## config.mk

```make
export PLATFORM = sky130hd
export DESIGN_NAME = nbsg_sqrt
export DESIGN_NICKNAME = d
export VERILOG_FILES = /design/src/hdl/nbsg_pkg.sv /design/src/hdl/nbsg_sqrt.sv
export SDC_FILE = /design/constraint.sdc
export NUM_CORES = 1
export LEC_CHECK = 0
export BUFFER_PORTS_ARGS = -buffer_cell sky130_fd_sc_hd__buf_2
export CAP_MARGIN = 10
export CORE_MARGIN = 2
export CORE_UTILIZATION = 64
export DETAILED_ROUTE_END_ITERATION = 16
export GPL_TIMING_DRIVEN = 0
export PLACE_DENSITY = 0.89
export RECOVER_POWER = 25
export SETUP_SLACK_MARGIN = 0.2
export SKIP_CTS_REPAIR_TIMING = 1
export SYNTH_ARGS = -nofsm -noshare
export SYNTH_HDL_FRONTEND = slang
export SYNTH_SLANG_ARGS = --single-unit
```

## constraint.sdc

```tcl
create_clock -name i_clk -period 16.29 [get_ports i_clk]
set_input_delay 3.258 -clock i_clk [delete_from_list [all_inputs] [get_ports i_clk]]
set_output_delay 3.258 -clock i_clk [all_outputs]
set_load 0.01 [all_outputs]
```

## src/hdl/nbsg_pkg.sv

```systemverilog
`default_nettype none
// ----------------------------------------------------------------------------
// nbsg_pkg: shared types and constants of the softened gravity block
// Register indexes, status codes, fixed-point limits and the sequencer states.
// ----------------------------------------------------------------------------
package nbsg_pkg;

    localparam int MAX_BODIES_DEF = 64;
    localparam int CFG_IDX_W      = 2;

    localparam logic [CFG_IDX_W-1:0] CFG_GRAV_CONST   = 2'd0;
    localparam logic [CFG_IDX_W-1:0] CFG_SOFTENING_SQ = 2'd1;

    localparam logic [31:0] GRAV_RESET = 32'h0100_0000;
    localparam logic [31:0] SOFT_RESET = 32'h0000_0000;

    localparam logic [1:0] STATUS_OK      = 2'd0;
    localparam logic [1:0] STATUS_FEW     = 2'd1;
    localparam logic [1:0] STATUS_DROPPED = 2'd2;

    localparam logic [47:0] MAG_CAP = 48'h8000_0000_0000;
    localparam logic [47:0] ACC_MAX = 48'h7FFF_FFFF_FFFF;
    localparam logic [47:0] ACC_MIN = 48'h8000_0000_0000;

    typedef struct packed {
        logic [31:0] mass;
        logic [31:0] x;
        logic [31:0] y;
        logic [31:0] z;
    } t_body;

    typedef enum logic [4:0] {
        S_IDLE,
        S_RDI,
        S_RDJ,
        S_DIFF,
        S_SQ_GO,
        S_SQ_WAIT,
        S_SOFT,
        S_RT_GO,
        S_RT_WAIT,
        S_DEN_GO,
        S_DEN_WAIT,
        S_GM_GO,
        S_GM_WAIT,
        S_NUM_GO,
        S_NUM_WAIT,
        S_DIV_GO,
        S_DIV_WAIT,
        S_ACC_RD,
        S_ACC_WR,
        S_NEXT,
        S_OUT_RD,
        S_OUT_EMIT
    } t_state;

endpackage

`default_nettype wire

```

## src/hdl/nbsg_sqrt.sv

```systemverilog
`default_nettype none
// ----------------------------------------------------------------------------
// nbsg_sqrt: digit-by-digit square root of r2 * 2^32
// One result bit per cycle into a 48-bit root, floor of the exact root.
// ----------------------------------------------------------------------------
module nbsg_sqrt
    import nbsg_pkg::*;
(
    input  wire logic        i_clk,
    input  wire logic        i_rst_n,
    input  wire logic        i_start,
    input  wire logic [63:0] i_r2,
    output logic             o_done,
    output logic [47:0]      o_root
);

    logic [95:0] r_x;
    logic [50:0] r_rem;
    logic [47:0] r_root;
    logic [5:0]  r_cnt;
    logic        r_run;
    logic        r_done;

    logic [50:0] rem_sh;
    logic [50:0] trial;
    logic        ge;

    assign rem_sh = {r_rem[48:0], r_x[95:94]};
    assign trial  = {1'b0, r_root, 2'b01};
    assign ge     = (rem_sh >= trial);

    always_ff @(posedge i_clk) begin
        if (!i_rst_n) begin
            r_run  <= 1'b0;
            r_done <= 1'b0;
            r_cnt  <= '0;
        end else begin
            if (i_start) begin
                r_x    <= {i_r2, 32'b0};
                r_rem  <= '0;
                r_root <= '0;
                r_cnt  <= '0;
                r_run  <= 1'b1;
                r_done <= 1'b0;
            end else if (r_run) begin
                r_x    <= {r_x[93:0], 2'b00};
                r_rem  <= ge ? (rem_sh - trial) : rem_sh;
                r_root <= {r_root[46:0], ge};
                r_cnt  <= r_cnt + 6'd1;
                r_done <= (r_cnt == 6'd47);
                if (r_cnt == 6'd47) begin
                    r_run <= 1'b0;
                end
            end else begin
                r_done <= 1'b0;
            end
        end
    end

    assign o_done = r_done;
    assign o_root = r_root;

endmodule

`default_nettype wire

```

==> results <==
- The run finished with clean final reports.
- The top cell type by area accounts for 48.45% of the synthesized area.
- The switching component of the power is 0.4003 mW.
- The via count of the first global-routing pass is 7,433.
- The final layout contains routed wiring with a total length of 23.13 mm.
- The count of antenna-violating nets left after detailed routing is 0.
- The final-report hold violation count is 0.
- The worst ir drop on vdd is 0.08492 mV.
- The worst setup timing slack at the placement stage is 10,580 ps.
- The sequential group share of total power is 42.6%.
- The tool flagged a number of max-cap violations equal to 0.
- The power per cell area is 110.7 nW/µm².
- The worst setup path is captured at a flip-flop.
- The area of the core is 15,200 µm².
- The maximum clock path buffer count is 2.
- The number of enable-type register cells in the synthesized netlist is 161.
- The mapped netlist covers 9978 µm².
- The most common flop cell mapped by yosys is sky130_fd_sc_hd__edfxtp_1.
- The average routed wire per standard cell is 18.43 µm.
- The slowest stage of the critical path is the sky130_fd_sc_hd__o21a_4 cell.
- The later pin in the worst-skew pair is clocked with a latency of 440 ps.
- The part of the total power dissipated in the clock network is 31.6%.
- The count of buffers inserted at the top-level ports is 114.
- The flip-flop and latch count after synthesis is 169.
- The post-synth net total is 1,037.
- After layout, the worst setup slack is 11,060 ps.
- For this block, the via count after detailed routing is 7,580.
- For this configuration, the core starts out at a cell density of 65.64%.
- Timing would allow up to 191.3 MHz.
- The critical path start-end classification is input port to flip-flop.
- The pin slew with the least headroom to its limit is 1008 ps.
- The synthesis-to-finish area growth is 13.92%.
- The number of clock buffers added by TritonCTS is 17.
- The remaining routing DRC violations is 0.
- The delay of the slowest cell on the worst path is 590 ps.
- The worst hold path belongs to the class flip-flop to flip-flop.
- After the first detailed-routing iteration, the DRC count stood at 759.
- For this run, the detailed router's first-pass iteration total came to 5.
- Of the total power, the share spent switching nets is 31.82%.
- Of the total power, combinational logic draws 25.8%.
- The clock arrives with 9.990 ps of skew.
- The required time at the worst-slack endpoint is 16,410 ps.
- The setup-violating endpoint count in the final report is 0.
- The final-stage net count is 1,172.
- Measured on the finished design, the core utilization comes to 74.77%.
- Row generation in the floorplan step produced 45 rows.
- The aggregate negative setup slack is 0 ps.
- The number of cells on the worst reg-to-reg path is 12.
- The number of antenna violations at the first check in global routing is 0.
- Measured against its own limit, the worst slew margin works out to 32.24%.
- In this run the mean area of a mapped cell was 10.86 µm².
- The global-route wire length before repair is 37.08 mm.
- The Yosys step of the flow raised 0 warnings.
- Entering global routing, the biggest net connects 69 pins.
- The total overflow left after global routing is 0.
- The share of post-route cells with drive strength above 1 is 18.46%.
- The startpoint type of the worst setup path is an input port.
- The analysis attributes to cell leakage a power of 4.732 nW.
- The number of sinks on the clock net is 169.
- sky130_fd_sc_hd__edfxtp_1 takes more of the synthesized area than any other cell.
- The shortest clock period the worst path allows after layout is 5229 ps.
- Setup repair after global routing left no endpoint under its margin.
- The number of distinct standard cells referenced by the synthesized netlist is 64.
- The critical path arrival is 5350 ps.
- The internal power is 0.8576 mW.
- Walking the worst path, the cells encountered are clkbuf_1, clkbuf_1, o21a_4, buf_16, buf_16.
- The buffer type at the clock tree root is sky130_fd_sc_hd__clkbuf_16.
- After layout, the worst path uses 32.10% of the clock period.
- The via density per instance is 6.040.
- The clock transition at the register clock pins on the worst setup and hold paths after CTS is 70 ps.
- In the synthesized netlist the async set-or-reset flop fraction comes to 0%.
- The sequential fraction of the synthesis area is 50.06%.
- The number of top-level design ports is 116.
- TritonCTS built the clock tree.
- The number of antenna diodes in the final layout is 0.
- Of all nets on the critical path, the largest fanout is 68.
- In the post-synthesis netlist, the biggest area contributors are sky130_fd_sc_hd__edfxtp_1, sky130_fd_sc_hd__mux2_2, sky130_fd_sc_hd__ha_1.
- The final weighted congestion in routability-driven placement is 0.9319.
- Detailed placement ended at an HPWL of 16.58 mm.
- The die covers 16,610 µm².
- The total count of max-transition violations in the final report was 0.
- The floorplan step set the die width to 128.9 µm.
- The total routing usage reported by global routing is 28.91%.
- The die is 128.9 µm tall.
- Synthesis produced 919 cells.
- The cell depth of the worst hold path is 2.
- The H-tree was split into 4 levels.
[cell usage in the layout, fill, tap and decap left out, types with 10 or more instances in the layout]
| cell | n |
|---|---|
| sky130_fd_sc_hd__ha_1 | 51 |
| sky130_fd_sc_hd__mux2_2 | 61 |
| sky130_fd_sc_hd__nor2_1 | 134 |
| sky130_fd_sc_hd__nand2_1 | 50 |
| sky130_fd_sc_hd__nand2b_1 | 10 |
| sky130_fd_sc_hd__nand3_1 | 15 |
| sky130_fd_sc_hd__a211oi_1 | 11 |
| sky130_fd_sc_hd__nand4_1 | 11 |
| sky130_fd_sc_hd__clkbuf_16 | 17 |
| sky130_fd_sc_hd__xnor2_1 | 25 |
| sky130_fd_sc_hd__and2_1 | 11 |
| sky130_fd_sc_hd__buf_2 | 90 |
| sky130_fd_sc_hd__xor2_1 | 23 |
| sky130_fd_sc_hd__o21ai_0 | 26 |
| sky130_fd_sc_hd__edfxtp_1 | 161 |
| sky130_fd_sc_hd__inv_1 | 60 |
| sky130_fd_sc_hd__a21o_1 | 24 |
| sky130_fd_sc_hd__mux2i_1 | 38 |
| sky130_fd_sc_hd__clkbuf_1 | 59 |
| sky130_fd_sc_hd__a21oi_1 | 57 |
[cell type report]
cell class,count,area [µm²]
sequential,169,4995
multi-input combinational,650,4576
fill,1045,3835
timing repair buffer,116,589.3
clock buffer,17,425.4
tap,188,235.2
inverter,60,225.2
buffer,40,171.4
clock inverter,15,150.1
[cell usage after synthesis, types with 24 or more instances]
master	instances
sky130_fd_sc_hd__mux2i_1	38
sky130_fd_sc_hd__a21o_1	24
sky130_fd_sc_hd__mux2_2	62
sky130_fd_sc_hd__xnor2_1	25
sky130_fd_sc_hd__clkbuf_1	30
sky130_fd_sc_hd__o21ai_0	26
sky130_fd_sc_hd__ha_1	51
sky130_fd_sc_hd__edfxtp_1	161
sky130_fd_sc_hd__nand2_1	50
sky130_fd_sc_hd__inv_1	59
sky130_fd_sc_hd__nor2_1	134
sky130_fd_sc_hd__a21oi_1	57
[state kept, by name (all words and copies together), names as in the netlist]
| register | flops |
|---|---|
| o_done | 1 |
| r_cnt | 6 |
| r_run | 1 |
| r_rem | 49 |
| r_x | 64 |
| o_root | 48 |
[worst paths after layout]
kind	slack, ps	end	startpoint
max	11060	o_root[6]	i_start
min	540	o_done	r_cnt[5]
max reg2reg	11710	r_rem[29]	o_root[0]
min reg2reg	540	o_done	r_cnt[5]
[worst max-delay path: cells and delay by family]
kind	cells	cell delay (ps)
AOI/OAI and AO/OA	1	590
buffers and inverters	4	1450
[power groups by stage]
stage	Sequential, mW	Combinational (mW)	Clock (mW)
2_1_floorplan	0.547	0.239	0
3_3_place_gp	0.548	0.307	0
3_5_place_dp	0.544	0.320	0
4_1_cts	0.535	0.324	0.399
5_1_grt	0.539	0.360	0.416
6_report	0.536	0.325	0.397
[layer usage]
layer  vias up  wire, µm  global-route usage (%)
li1       3617         -                       -
met1      3606      9718                   37.92
met2       310     11010                   46.81
met3        47      1830                   7.568
met4         0       571                   10.55
met5         -         0                       0
[kinds of logic (layout without fill, tap and decap cells)]
group                      count (synthesis)  after routing  synth area share (%)
AOI/OAI and AO/OA                        180            180                 12.18
muxes                                    100            100                 10.81
xor gates and xnor gates                  48             48                 4.213
adders and majority gates                 51             51                 6.395
DFF                                      169            169                 50.06
and+or+nand+nor                          271            271                 12.38
buffers and inverters                    100            248                 3.975
[per-stage QoR]
stage / cells / hold WS (ps) / power [mW] / instance area [µm²]
detailed placement: 1223 / 495.0 / 0.8637 / 10850
global route: 1255 / 543.3 / 1.314 / 11370
floorplan: 919 / 450.7 / 0.7858 / 9978
CTS: 1255 / 536.0 / 1.258 / 11420
global placement: 1221 / 474.5 / 0.8550 / 10780
finish: 1255 / 536.4 / 1.258 / 11370
Note: power is estimated with default switching activity, not from simulation.
