===== src/hdl/nbsg_pkg.sv =====
`default_nettype none
// ----------------------------------------------------------------------------
// nbsg_pkg: shared types and constants of the softened gravity block
// Register indexes, status codes, fixed-point limits and the sequencer states.
// ----------------------------------------------------------------------------
package nbsg_pkg;

    localparam int MAX_BODIES_DEF = 64;
    localparam int CFG_IDX_W      = 2;

    localparam logic [CFG_IDX_W-1:0] CFG_GRAV_CONST   = 2'd0;
    localparam logic [CFG_IDX_W-1:0] CFG_SOFTENING_SQ = 2'd1;

    localparam logic [31:0] GRAV_RESET = 32'h0100_0000;
    localparam logic [31:0] SOFT_RESET = 32'h0000_0000;

    localparam logic [1:0] STATUS_OK      = 2'd0;
    localparam logic [1:0] STATUS_FEW     = 2'd1;
    localparam logic [1:0] STATUS_DROPPED = 2'd2;

    localparam logic [47:0] MAG_CAP = 48'h8000_0000_0000;
    localparam logic [47:0] ACC_MAX = 48'h7FFF_FFFF_FFFF;
    localparam logic [47:0] ACC_MIN = 48'h8000_0000_0000;

    typedef struct packed {
        logic [31:0] mass;
        logic [31:0] x;
        logic [31:0] y;
        logic [31:0] z;
    } t_body;

    typedef enum logic [4:0] {
        S_IDLE,
        S_RDI,
        S_RDJ,
        S_DIFF,
        S_SQ_GO,
        S_SQ_WAIT,
        S_SOFT,
        S_RT_GO,
        S_RT_WAIT,
        S_DEN_GO,
        S_DEN_WAIT,
        S_GM_GO,
        S_GM_WAIT,
        S_NUM_GO,
        S_NUM_WAIT,
        S_DIV_GO,
        S_DIV_WAIT,
        S_ACC_RD,
        S_ACC_WR,
        S_NEXT,
        S_OUT_RD,
        S_OUT_EMIT
    } t_state;

endpackage

`default_nettype wire


===== src/hdl/nbsg_wmul.sv =====
`default_nettype none
// ----------------------------------------------------------------------------
// nbsg_wmul: 64 by 64 bit multiplier over one 32 by 32 bit multiplier
// Four partial products are formed one per cycle and summed into 128 bits.
// ----------------------------------------------------------------------------
module nbsg_wmul
    import nbsg_pkg::*;
(
    input  wire logic         i_clk,
    input  wire logic         i_rst_n,
    input  wire logic         i_start,
    input  wire logic [63:0]  i_a,
    input  wire logic [63:0]  i_b,
    output logic              o_done,
    output logic [127:0]      o_prod
);

    logic [63:0]  r_a;
    logic [63:0]  r_b;
    logic [127:0] r_acc;
    logic [63:0]  r_pp;
    logic [1:0]   r_sh;
    logic         r_ppv;
    logic [2:0]   r_cnt;
    logic         r_run;
    logic         r_done;

    logic [31:0]  op_a;
    logic [31:0]  op_b;
    logic [1:0]   op_sh;
    logic [127:0] addend;

    always_comb begin
        case (r_cnt[1:0])
            2'd0: begin op_a = r_a[31:0];  op_b = r_b[31:0];  op_sh = 2'd0; end
            2'd1: begin op_a = r_a[31:0];  op_b = r_b[63:32]; op_sh = 2'd1; end
            2'd2: begin op_a = r_a[63:32]; op_b = r_b[31:0];  op_sh = 2'd1; end
            default: begin op_a = r_a[63:32]; op_b = r_b[63:32]; op_sh = 2'd2; end
        endcase
        case (r_sh)
            2'd0: addend = {64'b0, r_pp};
            2'd1: addend = {32'b0, r_pp, 32'b0};
            2'd2: addend = {r_pp, 64'b0};
            default: addend = '0;
        endcase
    end

    always_ff @(posedge i_clk) begin
        if (!i_rst_n) begin
            r_run  <= 1'b0;
            r_done <= 1'b0;
            r_ppv  <= 1'b0;
            r_cnt  <= '0;
        end else begin
            if (i_start) begin
                r_a    <= i_a;
                r_b    <= i_b;
                r_acc  <= '0;
                r_cnt  <= '0;
                r_ppv  <= 1'b0;
                r_run  <= 1'b1;
                r_done <= 1'b0;
            end else if (r_run) begin
                if (r_cnt < 3'd4) begin
                    r_pp  <= {32'b0, op_a} * {32'b0, op_b};
                    r_sh  <= op_sh;
                    r_ppv <= 1'b1;
                end else begin
                    r_ppv <= 1'b0;
                end
                if (r_ppv) begin
                    r_acc <= r_acc + addend;
                end
                r_cnt  <= r_cnt + 3'd1;
                r_done <= (r_cnt == 3'd4);
                if (r_cnt == 3'd4) begin
                    r_run <= 1'b0;
                end
            end else begin
                r_done <= 1'b0;
            end
        end
    end

    assign o_done = r_done;
    assign o_prod = r_acc;

endmodule

`default_nettype wire


===== config.mk =====
export PLATFORM = sky130hd
export DESIGN_NAME = nbsg_wmul
export DESIGN_NICKNAME = d
export VERILOG_FILES = /design/src/hdl/nbsg_pkg.sv /design/src/hdl/nbsg_wmul.sv
export SDC_FILE = /design/constraint.sdc
export NUM_CORES = 2
export LEC_CHECK = 0
export CAP_MARGIN = 10
export CORE_MARGIN = 2
export CORE_UTILIZATION = 60
export DETAILED_ROUTE_END_ITERATION = 7
export DONT_BUFFER_PORTS = 1
export HOLD_SLACK_MARGIN = 0.03
export PLACE_DENSITY = 0.76
export SLEW_MARGIN = 20
export SYNTH_ARGS = -nofsm -noshare
export SYNTH_HDL_FRONTEND = slang
export SYNTH_SLANG_ARGS = --single-unit

===== constraint.sdc =====
create_clock -name i_clk -period 10.7 [get_ports i_clk]
set_input_delay 2.14 -clock i_clk [delete_from_list [all_inputs] [get_ports i_clk]]
set_output_delay 2.14 -clock i_clk [all_outputs]
set_load 0.005 [all_outputs]

==> flow_metrics.py <==
metrics = {
    "run_status": {
        "run_status": "finished, violations left",
        "failed_checks": "DRC",
    },
    "logic_synthesis": {
        "synth_compound_gate_area_share_pct": 9.45,
        "synth.net_count": 7228,
        "yosysSeqAreaShare_pct": 18.3,
        "synth-xor-area-share_pct": 2.92,
        "count_of_flip_flops_with_a_built_in_enable_after_synthesis": 322,
        "avgSynthCellArea_um2": 9.23,
        "dominantRegCellSynth": "sky130_fd_sc_hd__edfxtp_1",
        "ys.warnings.count": 0,
        "muxShareOfSynthArea_pct": 3.11,
        "synth.distinct_cells": 91,
        "synth-adder-area-share_pct": 42.7,
        "syn_inst": 5806,
        "synth_simple_gate_area_share_pct": 14.8,
        "mappedNetlistArea_um2": 53600,
        "synth_top_family_by_area": "adder cells",
        "synthArstFlopShare_pct": 0,
        "synth_seq_cells": 328,
    },
    "setup_path": {
        "critical_path_peak_fanout": 58,
        "cpMostUsedCell": "sky130_fd_sc_hd__fa_1",
        "start_kind": "flop",
        "worst-endpoint-arrival_ns": 10.79,
        "required_ns": 11.08,
        "r2r_cells": 30,
        "category_of_the_most_critical_setup_path": "reg2reg",
        "critical_path.max_stage_delay_ns": 0.99,
        "timing.critical_path.slowest_stage_cell": "sky130_fd_sc_hd__mux2i_2",
        "sort_of_element_at_the_end_of_the_critical_path": "flop",
    },
    "routing": {
        "via_count": 42500,
        "highest-signal-layer": "met5",
        "remaining_design_rule_violation_count": 34,
        "detailed_routed_wire_length_on_met2_um": 79500,
        "postRouteAntennaNets": 0,
        "routed_wirelength_um": 179000,
        "vias_per_cell": 6.20,
        "routedLengthMet1_um": 65300,
        "drtIter0Drc": 4358,
        "routedWlPerCell_um": 26.1,
        "met3_wire_length_um": 21200,
        "first_pass_iters": 8,
    },
    "floorplanning": {
        "core.rowCount": 109,
        "design.die.area_um2": 91800,
        "die_width_um": 303,
        "floorplan.io_pins": 260,
        "start_util_pct": 60.6,
        "core-area_um2": 88500,
        "die_h_um": 303,
    },
    "clock_network": {
        "cts_max_path_buffers": 3,
        "cts-resized-gates": 0,
        "cts_root_buffer": "sky130_fd_sc_hd__clkbuf_16",
        "cts.clk_slew.worst_paths_ns": 0.07,
        "cts.repair_timing.setup_buffer_count": 0,
        "post_cts_hold_fix_bufs": 0,
        "cts_tree": "built",
        "clock_latency_ns": 0.64,
        "clock_tree.htree_level_count": 2,
        "cts_made_buffers": 40,
        "cts.sink_count": 328,
    },
    "timing": {
        "max_freq_mhz": 96.1,
        "timing.final.crit_period_ns": 10.40,
        "grt_setup_unrepaired": "false",
        "worst_clock_skew_ns": 0.0256,
        "setup_total_negative_slack_ns": 0,
        "finalSetupViolCount": 0,
        "slew_violations": 0,
        "timing.final.hold_violations": 0,
        "timing.final.crit_share_pct": 97.2,
        "worst_slew_margin_rel_pct": 19.8,
        "tightest_slew_ns": 1.18,
    },
    "placed_design": {
        "post-dp-hpwl_um": 144000,
        "gp_congestion": 1.06,
        "io_buffer_count": 0,
    },
    "cells_and_area": {
        "count_of_nets_after_finishing": 7084,
        "ff_latch_area_um2": 9790,
        "areaGrowthSynthToFinish_pct": 4.93,
        "footprint_of_the_multi_input_gates_um2": 39400,
        "drive_gt1_share_pct": 6.13,
        "num-fill-cells": 7407,
    },
    "grt": {
        "grt_remaining_overflow": 0,
        "first_global_vias": 43700,
        "grt_max_degree": 134,
        "grt_antenna_before_repair": 1,
        "wire_length_of_the_first_global_routing_pass_um": 266000,
        "groute.usage.overall_pct": 39.6,
    },
    "job": {
        "max-cap-violations": 0,
    },
    "min_path": {
        "hold_crit_depth": 2,
        "hp-class": "reg2reg",
    },
}
[cells by family (layout without fill, tap and decap cells)]
group                    Yosys count  after routing
AO/OA/AOI/OAI                    752            752
XOR/XNOR                         179            179
adder cells (fa/ha/maj)         1291           1291
buffers and inverters           1222           1107
flip-flops                       328            328
multiplexers                     159            159
other                              0              1
AND/OR/NAND/NOR                 1875           1875
[final cells by class]
class | instances | share of cell area, %
clock buffer | 50 | 1.88
tap | 1165 | 2.59
antenna | 1 | 0.00445
timing repair buffer | 101 | 1.41
clock inverter | 21 | 0.416
multi-input combinational | 4256 | 70.1
inverter | 935 | 6.24
sequential | 328 | 17.4
[critical path: cells and delay by family, from the launching register on]
kind	cells	cell delay [ns]
buf+inv	6	0.65
mux	2	1.21
compound gates	7	2.17
flops	1	0.39
fa+ha+maj	10	4.73
simple gates	5	0.87
[placed cells by master (no fill, tap or decap), types with 71 or more instances in the layout]
master | netlist | layout
sky130_fd_sc_hd__a21oi_1 | 255 | 255
sky130_fd_sc_hd__and2_1 | 84 | 83
sky130_fd_sc_hd__xnor2_1 | 108 | 108
sky130_fd_sc_hd__nor2_1 | 868 | 865
sky130_fd_sc_hd__buf_4 | 5 | 98
sky130_fd_sc_hd__edfxtp_1 | 322 | 322
sky130_fd_sc_hd__xor2_1 | 71 | 71
sky130_fd_sc_hd__inv_1 | 935 | 935
sky130_fd_sc_hd__ha_1 | 394 | 394
sky130_fd_sc_hd__o21ai_0 | 123 | 123
sky130_fd_sc_hd__fa_1 | 897 | 897
sky130_fd_sc_hd__nand2_1 | 628 | 628
sky130_fd_sc_hd__a21o_1 | 76 | 76
sky130_fd_sc_hd__nand4_1 | 80 | 80
[registers in the layout (all words and copies together) (netlist names)]
signal	cells
o_prod	128
r_a	64
r_b	64
r_pp	64
r_cnt	3
r_sh	2
o_done	1
r_ppv	1
r_run	1
[metal layers]
metal  up-vias  GRT usage, %
li1      18300             -
met1     21100          49.2
met2      2526          61.1
met3       619          12.4
met4         2          23.5
met5         -             0
[per-stage QoR]
| stage | cell area [µm²] | hold WS, ns | std cells | worst slack [ns] | utilization (%) |
|---|---|---|---|---|---|
| final | 56300 | 0.502 | 6857 | 0.299 | 63.6 |
| after global routing | 56300 | 0.528 | 6856 | 0.0377 | 63.6 |
| after CTS | 56200 | 0.505 | 6856 | 0.485 | 63.5 |
| after detailed placement | 54900 | 0.486 | 6785 | 0.492 | 62.1 |
| after global placement | 54900 | 0.475 | 6785 | 0.690 | 62.1 |
| after floorplan | 53600 | 0.461 | 5806 | 1.55 | - |
[synthesized netlist by cell type, drive strengths merged (6+ instances only)]
library cell | instances | share of area, %
nor2 | 869 | 6.1
o21a | 30 | 0.42
inv | 935 | 6.5
nand2b | 14 | 0.16
a21boi | 12 | 0.17
xor2 | 71 | 1.2
edfxtp | 322 | 18
xnor2 | 108 | 1.8
mux2 | 62 | 1.3
and4 | 7 | 0.11
ha | 394 | 9.2
buf | 50 | 0.52
a21oi | 265 | 2.6
a31oi | 25 | 0.32
nand2 | 629 | 4.4
a2111oi | 7 | 0.20
nand4 | 82 | 0.98
a21o | 76 | 1.1
and2 | 85 | 1.0
nand3 | 34 | 0.33
o31ai | 10 | 0.22
a22o | 32 | 0.52
a221oi | 15 | 0.37
o21bai | 50 | 0.71
and3 | 15 | 0.18
mux2i | 97 | 1.8
a211oi | 23 | 0.38
nor4 | 13 | 0.16
o221ai | 9 | 0.15
dfxtp | 6 | 0.22
o21ai | 145 | 1.4
nor2b | 22 | 0.26
o211ai | 11 | 0.15
clkbuf | 237 | 1.7
a221o | 6 | 0.11
or2 | 16 | 0.19
nor3 | 63 | 0.61
a211o | 6 | 0.098
or3 | 12 | 0.14
fa | 897 | 33
[final timing paths]
check	startpoint	to	slack, ns
setup / recovery	r_cnt[0]	r_pp[62]	0.30
hold / removal	r_ppv	r_ppv	0.50
setup reg to reg	r_cnt[0]	r_pp[62]	0.30
hold reg to reg	r_ppv	r_ppv	0.50
Power is not shown: default switching activity piles up to over one toggle a cycle in this logic, so the estimate is an artifact.
