===== config.mk =====
export PLATFORM = sky130hd
export DESIGN_NAME = nbsg_div
export DESIGN_NICKNAME = d
export VERILOG_FILES = /design/src/hdl/nbsg_pkg.sv /design/src/hdl/nbsg_div.sv
export SDC_FILE = /design/constraint.sdc
export NUM_CORES = 1
export LEC_CHECK = 0
export BUFFER_PORTS_ARGS = -buffer_cell sky130_fd_sc_hd__buf_2
export CORE_ASPECT_RATIO = 1.5
export CORE_MARGIN = 10
export CORE_UTILIZATION = 54
export CTS_CLUSTER_SIZE = 14
export DETAILED_ROUTE_END_ITERATION = 6
export GPL_ROUTABILITY_DRIVEN = 0
export PLACE_DENSITY_LB_ADDON = 0.25
export SLEW_MARGIN = 10
export SYNTH_ARGS = -nofsm -noshare
export SYNTH_HDL_FRONTEND = slang
export SYNTH_SLANG_ARGS = --single-unit

===== constraint.sdc =====
create_clock -name i_clk -period 6.6 [get_ports i_clk]
set_clock_uncertainty 0.05 [all_clocks]
set_input_delay 1.32 -clock i_clk [delete_from_list [all_inputs] [get_ports i_clk]]
set_output_delay 1.32 -clock i_clk [all_outputs]
set_load 0.01 [all_outputs]

===== src/hdl/nbsg_pkg.sv =====
`default_nettype none
// ----------------------------------------------------------------------------
// nbsg_pkg: shared types and constants of the softened gravity block
// Register indexes, status codes, fixed-point limits and the sequencer states.
// ----------------------------------------------------------------------------
package nbsg_pkg;

    localparam int MAX_BODIES_DEF = 64;
    localparam int CFG_IDX_W      = 2;

    localparam logic [CFG_IDX_W-1:0] CFG_GRAV_CONST   = 2'd0;
    localparam logic [CFG_IDX_W-1:0] CFG_SOFTENING_SQ = 2'd1;

    localparam logic [31:0] GRAV_RESET = 32'h0100_0000;
    localparam logic [31:0] SOFT_RESET = 32'h0000_0000;

    localparam logic [1:0] STATUS_OK      = 2'd0;
    localparam logic [1:0] STATUS_FEW     = 2'd1;
    localparam logic [1:0] STATUS_DROPPED = 2'd2;

    localparam logic [47:0] MAG_CAP = 48'h8000_0000_0000;
    localparam logic [47:0] ACC_MAX = 48'h7FFF_FFFF_FFFF;
    localparam logic [47:0] ACC_MIN = 48'h8000_0000_0000;

    typedef struct packed {
        logic [31:0] mass;
        logic [31:0] x;
        logic [31:0] y;
        logic [31:0] z;
    } t_body;

    typedef enum logic [4:0] {
        S_IDLE,
        S_RDI,
        S_RDJ,
        S_DIFF,
        S_SQ_GO,
        S_SQ_WAIT,
        S_SOFT,
        S_RT_GO,
        S_RT_WAIT,
        S_DEN_GO,
        S_DEN_WAIT,
        S_GM_GO,
        S_GM_WAIT,
        S_NUM_GO,
        S_NUM_WAIT,
        S_DIV_GO,
        S_DIV_WAIT,
        S_ACC_RD,
        S_ACC_WR,
        S_NEXT,
        S_OUT_RD,
        S_OUT_EMIT
    } t_state;

endpackage

`default_nettype wire


===== src/hdl/nbsg_div.sv =====
`default_nettype none
// ----------------------------------------------------------------------------
// nbsg_div: restoring divider for one force component
// Quotient of a 128-bit numerator by a 112-bit denominator, capped at 2^47.
// ----------------------------------------------------------------------------
module nbsg_div
    import nbsg_pkg::*;
(
    input  wire logic         i_clk,
    input  wire logic         i_rst_n,
    input  wire logic         i_start,
    input  wire logic [127:0] i_num,
    input  wire logic [111:0] i_den,
    output logic              o_done,
    output logic [47:0]       o_mag
);

    logic [112:0] r_rem;
    logic [111:0] r_den;
    logic [47:0]  r_low;
    logic [47:0]  r_q;
    logic [5:0]   r_cnt;
    logic         r_cap;
    logic         r_run;
    logic         r_done;

    logic [112:0] rem_sh;
    logic         ge;
    logic         big;

    assign rem_sh = {r_rem[111:0], r_low[47]};
    assign ge     = (rem_sh >= {1'b0, r_den});
    assign big    = ({32'b0, i_num[127:48]} >= i_den);

    always_ff @(posedge i_clk) begin
        if (!i_rst_n) begin
            r_run  <= 1'b0;
            r_done <= 1'b0;
            r_cnt  <= '0;
            r_cap  <= 1'b0;
        end else begin
            if (i_start) begin
                r_den <= i_den;
                r_rem <= {33'b0, i_num[127:48]};
                r_low <= i_num[47:0];
                r_q   <= '0;
                r_cnt <= '0;
                r_cap <= big;
                r_run <= !big;
                r_done <= big;
            end else if (r_run) begin
                r_rem  <= ge ? (rem_sh - {1'b0, r_den}) : rem_sh;
                r_low  <= {r_low[46:0], 1'b0};
                r_q    <= {r_q[46:0], ge};
                r_cnt  <= r_cnt + 6'd1;
                r_done <= (r_cnt == 6'd47);
                if (r_cnt == 6'd47) begin
                    r_run <= 1'b0;
                end
            end else begin
                r_done <= 1'b0;
            end
        end
    end

    assign o_done = r_done;
    assign o_mag  = (r_cap || (r_q > MAG_CAP)) ? MAG_CAP : r_q;

    a_no_restart: assert property (@(posedge i_clk) disable iff (!i_rst_n)
        i_start |-> !r_run)
        else $error("divider started while running");

endmodule

`default_nettype wire


==> impl_metrics.toml, run 1 <==
[run_status]
status = "finished clean"

[timing]
max_clock_freq_ghz = 0.216
hold_viol = 0
post-route-min-period_ps = 4630
post-route-period-util_pct = 70.2
tightest_slew_ps = 1090
setup_ws_ps = 1970
rsz0062_at_grt = "no"
drv_slew = 0
finalSetupTns_ps = 0
finalSetupViolCount = 0
slew_headroom_pct = 26.9

[logic_synthesis]
ys_top_cells_by_area = "edfxtp_1 (41%), ha_1 (10%), a21oi_1 (3.8%)"
syn-cell-area_um2 = 23600
ys_ff_latch = 329
synthArstFlopShare_pct = 0
yosysWarnings = 0
avgSynthCellArea_um2 = 9.69
synth.distinct_cells = 78
yosysMostFrequentCell = "edfxtp_1"
synth_top_area_share_pct = 40.7
ys.flop_type = "edfxtp_1"
ys_seq_area_share_pct = 41.5
synth_top_area_cell = "edfxtp_1"
synthCells = 2438
synth_common_cells = "edfxtp_1 (320), inv_1 (236), ha_1 (193)"
syn-num-nets = 2875
synth_edf_count = 320

[global_routing]
grt_pass1_wl_um = 107000
antenna_found_initial = 8
grt_overflow = 0
grt_usage_pct = 24.9
grt_start_max_net_pins = 88
grt_pass1_vias = 20100

[die]
start_util_pct = 54.9
core-area_um2 = 43100
dieHeight_um = 276
die_w_um = 191
dieArea_um2 = 52700
num_rows = 93
io_pins = 292

[setup_path]
slowest_delay_ps = 600
cp-start-kind = "flop"
crit_arrival_ps = 4880
worst_path_most_repeated_cell = "buf_12"
critPathSlowestCell = "or4_1"
worst_setup_path_end_kind = "flop"
worst-setup-path-type = "reg2reg"
crit_fanout = 61
path_cells = "ha_1 > nand4_1 > or4_1 > nor4b_2 > o311ai_2 > a31oi_2 > nor3_4 > a31oi_4 > buf_12 > buf_12 > mux2_4 > mux2_2"
cp_data_required_time_ps = 6850

[routing]
wirelength_um = 67600
wire_per_inst_um = 20.7
firstDrtPassIters = 7
drc = 0
drt-initial-drc-count = 1439
vias = 19500
post_drt_via_cell_ratio = 5.98
ant_nets = 0

[clock_tree]
tritoncts = "done"
insertion_delay_ps = 550
cts_setup_buffers = 0
cts_resized = 0
cts.clk_slew.worst_paths_ps = 60
cts.sinks = 329
clk_root_buffer_cell = "clkbuf_16"
h-tree-depth = 2
clk_path_buf_depth = 3
cts_made_buffers = 36
hold_buffers = 0

[final_layout]
drive_gt1_share_pct = 17.3
area_growth_pct = 12.9
final_nets = 3095

[min_path]
min_path_type = "reg2reg"

[power]
power_density_nw_per_um2 = 261
leakage_nw = 11.8
vdd_drop_max_uv = 247

[placement]
pre_cts_ws_ps = 1800
io_buffers = 291
post-dp-hpwl_um = 52300

[run]
maxCapViolations = 0
==> final cells by class <==
type                            instances  area [um^2]
Fill cell                            3681        16400
Multi-Input combinational cell       1751        12400
Sequential cell                       329         9790
Timing Repair Buffer                  304         1610
Clock buffer                           42          945
Inverter                              236          890
Tap cell                              570          713
Clock inverter                         23          295
Antenna cell                            7         17.5
==> cells in the final DEF (no fill, tap or decap), drive strengths merged, types with 15 or more instances in the layout <==
cell type    n
a211oi      15
a21o       115
a21oi      180
a31oi       15
and2        52
buf        303
clkbuf      43
edfxtp     320
ha         193
inv        238
mux2        81
mux2i       68
nand2      192
nand2b      21
nand3       17
nand4       88
nor2       124
nor2b       63
nor3        26
nor4        31
o21ai      174
o21bai      33
xnor2       65
xor2        43
==> worst paths after layout <==
kind	start	end	slack, ps	cells after the start
setup / recovery	r_rem[43]$_DFFE_PP_	r_rem[47]$_DFFE_PP_	1970	12
hold / removal	r_cnt[1]$_SDFFE_PP0P_	r_cnt[1]$_SDFFE_PP0P_	490	2
setup reg to reg	r_rem[43]$_DFFE_PP_	r_rem[47]$_DFFE_PP_	1970	12
hold reg to reg	r_cnt[1]$_SDFFE_PP0P_	r_cnt[1]$_SDFFE_PP0P_	490	2
==> flip-flops by register name (all words and copies together), names as in the netlist <==
register and cells:
r_den 112, r_rem 112, r_low 48, r_q 48, r_cnt 6, o_done 1, r_cap 1, r_run 1
==> through the flow <==
step | cell area (um^2) | util [%] | power [W] | cells | hold WS [ps]
floorplan | 23600 | - | 0.00422 | 2438 | 408
global placement | 25400 | 59.0 | 0.00473 | 3190 | 423
detailed placement | 25400 | 59.0 | 0.00478 | 3190 | 471
CTS | 26600 | 61.9 | 0.00696 | 3255 | 491
global route | 26700 | 61.9 | 0.00728 | 3260 | 511
finish | 26700 | 61.9 | 0.00695 | 3262 | 489
==> per-layer routing <==
metal | share of wire [%] | global-route usage (%)
met1 | 37 | 27.5
met2 | 51 | 43.9
met3 | 6.6 | 4.73
met4 | 5.5 | 13.6
met5 | 0.064 | 0
==> where the power goes <==
| group | total, W | switching [W] | leakage [nW] | internal (W) |
|---|---|---|---|---|
| clock | 0.00217 | 0.000871 | 0.605 | 0.00130 |
| sequential | 0.00260 | 0.0000803 | 3.13 | 0.00252 |
| combinational | 0.00218 | 0.00129 | 8.04 | 0.000889 |
==> worst max-delay path, delay by kind of cell (launching register included) <==
kind	cells	cell delay (ps)
AO/OA/AOI/OAI	3	770
adder cells (fa/ha/maj)	1	480
buffers and inverters	2	670
flip-flops	1	410
multiplexers	2	590
AND/OR/NAND/NOR	4	1210
==> cell families (layout without fill, tap and decap cells) <==
logic type / count (synthesis) / count (layout) / synth area share [%]
XOR/XNOR: 108 / 108 / 4.01
flip-flops: 329 / 329 / 41.5
AO/OA/AOI/OAI: 631 / 631 / 16.8
AND/OR/NAND/NOR: 669 / 669 / 14.4
adder cells (fa/ha/maj): 194 / 194 / 10.3
multiplexers: 149 / 149 / 6.89
buffers and inverters: 358 / 605 / 6.15
other: 0 / 7 / 0
Power figures use the tool's default switching activity.
==> run 2: changes to the inputs <==
- CORE_UTILIZATION: 54 -> 60
- clock period: 6.6 -> 4.5 ns (I/O delays scaled with it)
==> impl_metrics.toml, run 2 (synthesized netlist as in run 1, its figures left out) <==
[clock_tree]
insertion_delay_ps = 560
clk_root_buffer_cell = "clkbuf_16"
clk_path_buf_depth = 3
cts_setup_buffers = 0
cts_made_buffers = 37
tritoncts = "done"
hold_buffers = 0
cts_resized = 0
h-tree-depth = 2
cts.clk_slew.worst_paths_ps = 60
cts.sinks = 329

[die]
core-area_um2 = 39100
io_pins = 292
die_w_um = 182
dieHeight_um = 263
dieArea_um2 = 47900
num_rows = 89
start_util_pct = 60.4

[final_layout]
fill_cells = 3028
largestRegisters = "r_den x112, r_rem x112"
area_growth_pct = 13.4
drive_gt1_share_pct = 18.2
final_cells = 3218
seq_area_um2 = 9790
final_cell_mix = "edfxtp_1 (320), buf_2 (290), inv_1 (235)"
final_nets = 3120
utilization_pct = 68.5
final_common_cell = "edfxtp_1"
multi_input_area_um2 = 12400

[placement]
placed_cells = 3144
io_buffers = 291
post-dp-hpwl_um = 51800

[power]
power_w = 0.0102
combinationalPowerShare_pct = 31.9
leakage_nw = 11.9
intPower_w = 0.00688
p_sw_share_pct = 32.7
p_clk_share_pct = 30.7
power_density_nw_per_um2 = 382
pwr-share-seq_pct = 37.3
vdd_drop_max_uv = 359
p_switching_w = 0.00335

[setup_path]
path_cells = "ha_1 > nand4_1 > or4_1 > nor4b_2 > o311ai_2 > a31oi_2 > nor3_4 > a31oi_4 > buf_12 > mux2_1 > mux2_2"
worst-r2r-cell-count = 11
reg2reg_slack_ps = 240
crit_fanout = 25
r2r-end = "r_rem[37]$_DFFE_PP_"
slowest_delay_ps = 600
worst_setup_path_end_kind = "flop"
crit_arrival_ps = 4490
worst-setup-path-type = "reg2reg"
cp_data_required_time_ps = 4740
cp-start-kind = "flop"
cpLargestDelayFamily = "simple AND/OR/NAND/NOR gates"
path_buf_inv = 1
critPathSlowestCell = "or4_1"
timing.rr.start = "r_rem[41]$_DFFE_PP_"

[timing]
finalSetupViolCount = 0
finalSetupTns_ps = 0
hold_slack_ps = 446
slew_headroom_pct = 26.2
post-route-period-util_pct = 94.6
drv_slew = 0
hold_viol = 0
tightest_slew_ps = 1110
post-route-min-period_ps = 4260
max_clock_freq_ghz = 0.235
rsz0062_at_grt = "no"

[min_path]
min_path_type = "reg2reg"
holdPathStages = 2
hp-start = "r_cnt[5]$_SDFFE_PP0P_"
hold_end = "r_cnt[5]$_SDFFE_PP0P_"

[routing]
ant_nets = 0
wirelength_um = 67100
vias = 19700
wire_per_inst_um = 20.8
firstDrtPassIters = 7
post_drt_via_cell_ratio = 6.11
drt-initial-drc-count = 1551
drc = 0

[run_status]
status = "finished clean"

[global_routing]
grt_pass1_wl_um = 106000
grt_start_max_net_pins = 180
grt_pass1_vias = 20500
antenna_found_initial = 9
grt_overflow = 0
grt_usage_pct = 27.1

[run]
maxCapViolations = 0
[run 2: worst max-delay path by stage]
stage	start	end	slack, ps	cells past startpoint
after floorplan	i_start	r_low[0]$_SDFFCE_PN0P_	-390	4
after global placement	i_num[95]	o_done$_SDFF_PN0_	70	15
after detailed placement	i_den[44]	o_done$_SDFF_PN0_	20	16
after CTS	r_rem[41]$_DFFE_PP_	r_rem[37]$_DFFE_PP_	250	11
after global routing	r_rem[41]$_DFFE_PP_	r_rem[37]$_DFFE_PP_	20	11
final	r_rem[41]$_DFFE_PP_	r_rem[37]$_DFFE_PP_	240	11
[run 2: metal layers]
layer / vias to the layer above / wire length [um] / global-route usage [%]
met5: - / 42 / 0
li1: 9345 / - / -
met4: 6 / 4370 / 17.2
met3: 244 / 4480 / 5.51
met1: 9246 / 24600 / 29.1
met2: 810 / 33600 / 47.3
[run 2: power by group through the flow]
| stage | registers (W) | clock network (W) | logic (W) |
|---|---|---|---|
| floorplan | 0.00385 | 0 | 0.00235 |
| global placement | 0.00387 | 0 | 0.00311 |
| detailed placement | 0.00388 | 0 | 0.00319 |
| CTS | 0.00382 | 0.00318 | 0.00321 |
| global route | 0.00384 | 0.00330 | 0.00357 |
| finish | 0.00382 | 0.00314 | 0.00327 |
[run 2: metrics by stage]
stage / cell area [um^2] / setup slack [ps]
finish: 26800 / 245
global route: 26800 / 22.3
CTS: 26800 / 245
detailed placement: 25500 / 20.9
global placement: 25500 / 68.9
floorplan: 23700 / -389
[run 2: final cells by class]
type                            instances  share of cell area (%)
Antenna cell                            6                  0.0560
Clock buffer                           43                    3.70
Clock inverter                         25                   0.939
Inverter                              236                    3.32
Multi-Input combinational cell       1751                    46.3
Sequential cell                       329                    36.5
Tap cell                              500                    2.34
Timing Repair Buffer                  328                    6.84
[run 2: worst min-delay path, cell delays in order, from the launching register on]
cell and delay (ps):
dfxtp_1 320, o21ai_0 70, a21oi_1 60
